`src/sv/longest_prefix_match_table_macros.svh`:
```
// ----------------------------------------------------------------------------
// Longest prefix match table: assertion macros
// Concurrent assertion wrappers shared by the table's modules.
// ----------------------------------------------------------------------------
`ifndef LONGEST_PREFIX_MATCH_TABLE_MACROS_SVH
`define LONGEST_PREFIX_MATCH_TABLE_MACROS_SVH
`ifndef NO_ASSERTIONS
// Checked on clk_i, switched off while rst_ni is low.
`define LPM_ASSERT(name, prop, msg) \
  name: assert property (@(posedge clk_i) disable iff (!rst_ni) prop) else $error(msg);
// Same check on a clock and active-low reset given by the caller.
`define LPM_ASSERT_CLK(name, clk, rst_n, prop, msg) \
  name: assert property (@(posedge clk) disable iff (!rst_n) prop) else $error(msg);
`else
`define LPM_ASSERT(name, prop, msg)
`define LPM_ASSERT_CLK(name, clk, rst_n, prop, msg)
`endif
`endif

```
`src/sv/lpm_pkg.sv`:
```
// ----------------------------------------------------------------------------
// Longest prefix match table: package
// Transfer types, status codes and the prefix mask helper.
// ----------------------------------------------------------------------------
package lpm_pkg;

  localparam int unsigned AddrW   = 32;
  localparam int unsigned LenW    = 6;
  localparam int unsigned PortW   = 4;
  localparam int unsigned StatusW = 2;
  localparam int unsigned TopBit  = 31;
  localparam logic [LenW-1:0] FullLength = LenW'(TopBit + 1);

  localparam logic OpInsert = 1'b0;
  localparam logic OpLookup = 1'b1;

  localparam logic [StatusW-1:0] StatusOk      = 2'd0;
  localparam logic [StatusW-1:0] StatusNoRoute = 2'd1;
  localparam logic [StatusW-1:0] StatusFull    = 2'd2;

  typedef struct packed {
    logic              opcode;
    logic [AddrW-1:0]  address;
    logic [LenW-1:0]   prefix_length;
    logic [AddrW-1:0]  hop_address;
    logic [PortW-1:0]  egress_port;
  } lpm_req_t;

  typedef struct packed {
    logic [StatusW-1:0] status;
    logic [AddrW-1:0]   found_hop;
    logic [PortW-1:0]   found_port;
    logic [LenW-1:0]    found_length;
  } lpm_rsp_t;

  // Controller to datapath.
  typedef struct packed {
    logic load;
    logic rd_en;
    logic finish;
  } lpm_cmd_t;

  // Datapath to controller.
  typedef struct packed {
    logic count_zero;
    logic scan_last;
  } lpm_sts_t;

  // Mask with the top len bits set; len is 0 to 32.
  function automatic logic [AddrW-1:0] length_mask(input logic [LenW-1:0] len);
    logic [AddrW-1:0] m;
    if (len == '0) begin
      m = '0;
    end else begin
      m = {AddrW{1'b1}} << (FullLength - len);
    end
    return m;
  endfunction

endpackage

```
`src/sv/lpm_ctrl.sv`:
```
// ----------------------------------------------------------------------------
// Longest prefix match table: controller
// Sequences the table scan and the final write or result of each item.
// ----------------------------------------------------------------------------
`include "longest_prefix_match_table_macros.svh"

module lpm_ctrl import lpm_pkg::*; (
  input  logic     clk_i,
  input  logic     rst_ni,
  input  logic     start,
  output logic     busy,
  input  lpm_sts_t sts_i,
  output lpm_cmd_t cmd_o
);

  typedef enum logic [1:0] {
    StIdle,
    StScan,
    StDrain,
    StFinish
  } state_e;

  state_e state_q, state_d;

  always_comb begin
    state_d      = state_q;
    cmd_o        = '0;
    case (state_q)
      StIdle: begin
        if (start) begin
          cmd_o.load = 1'b1;
          state_d    = sts_i.count_zero ? StFinish : StScan;
        end
      end
      StScan: begin
        cmd_o.rd_en = 1'b1;
        if (sts_i.scan_last) begin
          state_d = StDrain;
        end
      end
      StDrain: begin
        state_d = StFinish;
      end
      StFinish: begin
        cmd_o.finish = 1'b1;
        state_d      = StIdle;
      end
      default: begin
        state_d = StIdle;
      end
    endcase
  end

  always_ff @(posedge clk_i or negedge rst_ni) begin
    if (!rst_ni) begin
      state_q <= StIdle;
    end else begin
      state_q <= state_d;
    end
  end

  assign busy = (state_q != StIdle);

  `LPM_ASSERT_CLK(a_accept_sets_busy, clk_i, rst_ni, (start && !busy) |=> busy, "busy not raised after an accepted item")
  `LPM_ASSERT(a_scan_needs_entries, (state_q == StScan) |-> !sts_i.count_zero, "scan started on an empty table")

endmodule

```
`config.mk`:
```
export PLATFORM = sky130hd
export DESIGN_NAME = lpm_ctrl
export DESIGN_NICKNAME = d
export VERILOG_FILES = /design/src/sv/lpm_pkg.sv /design/src/sv/lpm_ctrl.sv
export VERILOG_INCLUDE_DIRS = /design/src /design/src/sv
export SDC_FILE = /design/constraint.sdc
export NUM_CORES = 1
export LEC_CHECK = 0
export BUFFER_PORTS_ARGS = -buffer_cell sky130_fd_sc_hd__buf_2
export CORE_AREA = 4 4 41 43
export DETAILED_ROUTE_END_ITERATION = 6
export DIE_AREA = 0 0 45 47
export PLACE_DENSITY = 0.4
export SYNTH_ARGS = -nofsm -noshare
export SYNTH_HDL_FRONTEND = slang
export SYNTH_SLANG_ARGS = --single-unit
```
`constraint.sdc`:
```
create_clock -name clk_i -period 3.5 [get_ports clk_i]
set_input_delay 0.35 -clock clk_i [delete_from_list [all_inputs] [get_ports clk_i]]
set_output_delay 0.35 -clock clk_i [all_outputs]
set_load 0.1 [all_outputs]
```
# Yosys cells after proc, flatten, opt, wreduce, memory -nomap -nowiden
# Cells that the tools add are included.
[op_classes]
eq_ne = 5
n_mux = 8
n_reduce_logical = 3
[ops]
columns = ["op", "n"]
rows = [
  ["2-bit case mux with 4 select lines", 1],
  ["2-bit 2-to-1 mux", 3],
  ["2-bit == test (second input constant)", 2],
  ["1-bit 2-to-1 mux", 4],
  ["2-bit != test (second input constant)", 2],
  ["2-bit by 1-bit == test with 1-bit output (second input constant)", 1],
  ["2-bit zero test", 1],
  ["2-bit AND reduction", 1],
  ["2-bit nonzero test", 1],
]
[totals]
reg_bits = 2
inputBits = 5
out_inout_bits = 4
elab_cells = 17

# Logic depth before layout (Yosys ltp)
# Gate-level depths: netlist of run 1.
[logic_depth]
word_depth = 3
depth_mapped = 5
ltp_nobuf = 5

# Worst setup path after synthesis of run 1
# Ideal clock, no wire load.
[synth_timing]
path_type = "register to register"
from = "register state_q[1]"
to = "register state_q[0]"
arrival_time_ps = 1814
required_time_ps = 3420
setup_slack_ps = 1607
path_stages_with_launch = 6
n_path_buf = 0
period_less_slack_ps = 1893
path_cell_list = "dfrtp_1 -> inv_1 -> ha_1 -> inv_1 -> o22ai_2 -> mux2i_1"
[synth_via]
elab_chain_len = 3
[synth_rtl]
columns = ["item", "line", "source"]
rows = [
  ["from (decl)", "lpm_ctrl.sv:23", "state_e state_q, state_d;"],
  ["from (signal assigned)", "lpm_ctrl.sv:56", "state_q <= StIdle;"],
  ["from (signal assigned)", "lpm_ctrl.sv:58", "state_q <= state_d;"],
  ["2-bit by 1-bit == test with 1-bit output or 2-bit zero test (tied branches)", "lpm_ctrl.sv:28", "case (state_q)"],
  ["2-bit != test (no line)", "-", ""],
  ["2-bit AND reduction (no line)", "-", ""],
]
# Parallel ways exist; a longest one is shown, timed or not.
# A chain may end at the register's enable or synchronous reset.

==> metrics.csv, run 1 <==
metric,value,unit
syn_avg_cell_area,10.6,um^2
vias,152,
first_pass_iters,1,
stdcell_area,272,um^2
grt_start_max_net_pins,5,
die_area,0.00212,mm^2
syn_to_final_growth,50.7,%
yosysUniqueCellTypes,7,
tightestPinTransition,491,ps
clk_pin_slew,30,ps
synth_common_cells,"ha_1, inv_1, mux2i_1",
setup-violations-final,0,
synth.most_common_cell,ha_1,
synth.largest_area_cell,ha_1,
fin_crit_sh,51.3,%
drc_errors,0,
fmax,0.557,GHz
drive_gt1_share,41.4,%
synth_edf_count,0,
io_pins,9,
path_cells,"inv_1, ha_1, and2_1, buf_2",
largest_reg_flops,2,
tritoncts,built,
die_w,45,um
overflow,0,
mappedNetlistArea,180,um^2
avgViaCountPerCell,3.45,
setup_tns,0,ps
critPathLaunch,state_q[0]$_DFFE_PN0P_,
synthCells,17,
cts_buffers,3,
required,3150,ps
cp-start-kind,flip-flop,
grt_usage,4.66,%
rsz0062_at_grt,false,
cts_buffer_depth,2,
routed_wl,381,um
die_h,47,um
cts_root_buf,clkbuf_4,
hold_viol_final,0,
yosysTopAreaCellShare,34.7,%
maxCapViolCount,0,
wl_per_cell,8.66,um
drtIter0Drc,0,
synth_area_leaders,"ha_1, dfrtp_1, mux2i_1, inv_1, o22ai_2",
cts_max_level,1,
slew_headroom,67.5,%
path_class,reg2out,
gp_congestion,0.650,
synth_ff_type,dfrtp_1,
row_count,13,
dpl-instance-area,239,um^2
critPathMaxFanout,4,
final_nets,41,
synth_seq_area_share,27.8,%
regMostFlops,state_q,
clkSinkCount,2,
cp.arrival,1450,ps
clk_latency,230,ps
core_area,0.00130,mm^2
synth_fp_nets,27,
clock_skew,2.85,ps
worstReg2RegStart,state_q[1]$_DFFE_PN0P_,
outcome,finished clean,
final_util,20.9,%
start_util,13.8,%
synth-seq-cells,2,
async_flop_share,100,%
num_antenna_cells,0,
post_cts_buffers,0,
numPortBuffers,8,
end_kind,output pin,
yosys_warnings,0,
crit_path_max_incr_delay,420,ps
grt_pass1_wl,627,um
antenna_found_initial,0,
period_needed,1800,ps
layout_top_registers,state_q x2,
worst_path_max_delay_cell,buf_2,
slew_viol_final,0,
hp-class,in2async,
grt_pass1_vias,162,
drt.antenna.violating_nets,0,
==> critical path: cells and delay by family, from the launching register on <==
kind | cells | cell delay [ps]
flops | 1 | 390
buf+inv | 2 | 540
fa+ha+maj | 1 | 170
simple gates | 1 | 110
==> stage by stage <==
step                      instances  hold WS (ps)  setup slack [ps]
after global routing             44           452              1580
after floorplan                  17          54.4              1610
after global placement           40           134              1940
after CTS                        44           428              1690
after detailed placement         40           137              1930
final                            44           436              1700
==> area by class of cell <==
type                    count  area, um^2
fillers                   151        1030
multi-input cells          11         115
flip-flops and latches      2        50.0
clock buffers               3        22.5
well taps                  15        18.8
inverters                   4        15.0
repair buffers              9        50.0
==> final timing paths <==
kind	to	slack, ps	depth (start not counted)
setup / recovery	cmd_o[2]	1700	4
hold reg to reg	state_q[0]$_DFFE_PN0P_	660	2
min in group clk_i	state_q[1]$_DFFE_PN0P_	460	3
max in group asynchronous	state_q[1]$_DFFE_PN0P_	2970	2
hold / removal	state_q[0]$_DFFE_PN0P_	440	2
setup reg to reg	state_q[1]$_DFFE_PN0P_	2270	5
==> kinds of logic after synthesis <==
family	after synthesis	synth area share, %
fa+ha+maj	5	34.7
buf+inv	4	8.33
mux	3	16.7
simple gates	2	5.56
flops	2	27.8
compound gates	1	6.94
==> layout by cell type, fill, tap and decap left out <==
| cell | netlist | routed |
|---|---|---|
| mux2i_1 | 3 | 3 |
| dlygate4sd3_1 | 0 | 1 |
| ha_1 | 5 | 5 |
| nor2_1 | 1 | 1 |
| and2_1 | 1 | 1 |
| buf_2 | 0 | 8 |
| inv_1 | 4 | 4 |
| o22ai_2 | 1 | 1 |
| clkbuf_4 | 0 | 3 |
| dfrtp_1 | 2 | 2 |
==> routing by layer <==
layer,vias up,GRT usage (%),share of wire (%)
met5,-,0,0
met4,0,7.02,5.0
met3,2,1.92,12
met2,10,6.50,38
met1,63,4.32,45
li1,77,-,-
==> timing repair <==
item,CTS,global route
resized for setup,0,0
hold buffers,1,0
setup endpoints to repair,0,0
endpoints found under the hold margin,2,0
Power of run 1 is left out: the tool's default activity adds up to more than one toggle a clock period on the data nets, which glitch-free logic cannot reach.
==> run 2, diff against run 1 <==
- clock period: 3.5 -> 1.7 ns (I/O delays scaled with it)
==> run 2 against run 1 <==
- wire length shrank 5.5%
- sequential cell count is the same
- largest cell class unchanged
- final area grew 7.8%
- utilization grew 1.6 points
- via count is the same
- global-route usage grew 0.32 points
- worst setup slack lost 1600 ps
- count of clock-buffer cells in the layout is the same
- cell count is the same
==> metrics.csv, run 2 (synthesized netlist as in run 1, its figures left out) <==
metric,value,unit
start_util,13.8,%
layout_top_registers,state_q x2,
vias,152,
setup-violations-final,0,
clk_pin_slew,30,ps
slew_viol_final,0,
hold_viol_final,0,
cp.arrival,1430,ps
dpl.hpwl,303,um
antenna_found_initial,0,
first_pass_iters,2,
die_w,45,um
fmax,0.626,GHz
hp-class,in2async,
hold_slack,252,ps
crit_family,buffers and inverters,
grt_start_max_net_pins,5,
die_h,47,um
die_area,0.00212,mm^2
tritoncts,built,
path_buf_inv,3,
grt_usage,4.98,%
critPathMaxFanout,4,
overflow,0,
fin_crit_sh,93.9,%
io_pins,9,
tightestPinTransition,491,ps
slew_headroom,67.5,%
final_nets,41,
numPortBuffers,8,
end_kind,output pin,
required,1530,ps
routed_wl,360,um
avgViaCountPerCell,3.45,
mostFrequentLayoutCell,buf_2,
clkSinkCount,2,
dp_slack,321,ps
rsz0062_at_grt,false,
final_cell_mix,"buf_2, ha_1, inv_1, mux2i_1, clkbuf_4",
hold_buffers,1,
grt_pass1_vias,153,
cts_root_buf,clkbuf_4,
grt_pass1_wl,634,um
worst_path_max_delay_cell,buf_2,
setup_tns,0,ps
cts_buffer_depth,2,
clock_skew,2.60,ps
drt.antenna.violating_nets,0,
path_cells,"inv_1, ha_1, clkinvlp_4, buf_2",
finalWorstSetupSlack,103,ps
post_cts_buffers,0,
gp_congestion,0.637,
cts_buffers,3,
num_antenna_cells,0,
wl_per_cell,8.18,um
largest_reg_flops,2,
syn_to_final_growth,62.5,%
path_class,reg2out,
period_needed,1600,ps
outcome,finished clean,
ctsResizeCount,0,
drtIter0Drc,4,
final_util,22.5,%
maxCapViolCount,0,
row_count,13,
cts_max_level,1,
drive_gt1_share,48.3,%
drc_errors,0,
clk_latency,220,ps
core_area,0.00130,mm^2
regMostFlops,state_q,
crit_path_max_incr_delay,420,ps
cp-start-kind,flip-flop,
run 2: changes by cell type in the layout (fill, tap and decap cells not counted):
| cell | before | now |
|---|---|---|
| inv_1 | 4 | 3 |
| buf_12 | 0 | 1 |
| ha_1 | 5 | 4 |
| buf_2 | 8 | 7 |
| clkinvlp_4 | 0 | 1 |
| ha_2 | 0 | 1 |
run 2: path summary, 6_finish.rpt:
kind	from	to	slack, ps	depth (start not counted)
setup reg to reg	state_q[0]$_DFFE_PN0P_	state_q[0]$_DFFE_PN0P_	410	5
min in group clk_i	sts_i[1]	state_q[1]$_DFFE_PN0P_	270	3
max in group asynchronous	rst_ni	state_q[0]$_DFFE_PN0P_	1350	2
hold reg to reg	state_q[1]$_DFFE_PN0P_	state_q[1]$_DFFE_PN0P_	660	2
hold / removal	rst_ni	state_q[1]$_DFFE_PN0P_	250	2
setup / recovery	state_q[0]$_DFFE_PN0P_	busy	100	4
run 2: cell type report:
class                      instances  area, um^2
multi-input combinational         11         118
fill                             151        1010
timing repair buffer               9        65.1
clock buffer                       3        22.5
tap                               15        18.8
inverter                           4        18.8
sequential                         2        50.0
run 2: worst register-to-register path: cells and delay by family, from the launching register on:
| family | cells | cell delay, ps |
|---|---|---|
| adders and majority gates | 1 | 230 |
| AOI/OAI and AO/OA | 1 | 140 |
| muxes | 1 | 220 |
| DFF | 1 | 380 |
| buffers and inverters | 2 | 240 |
run 2: per-layer routing:
layer / wire (um) / share of wire (%) / global-route usage, %
met1: 175 / 49 / 4.32
met2: 154 / 43 / 6.21
met3: 31 / 8.6 / 3.83
met4: 0 / 0 / 7.02
met5: 0 / 0 / 0
run 2: stage by stage:
stage / cells / cell area (um^2)
3_5_place_dp: 40 / 260
3_3_place_gp: 40 / 260
4_1_cts: 44 / 293
6_report: 44 / 293
5_1_grt: 44 / 293
2_1_floorplan: 17 / 186
Power of run 2 is left out for the same reason.
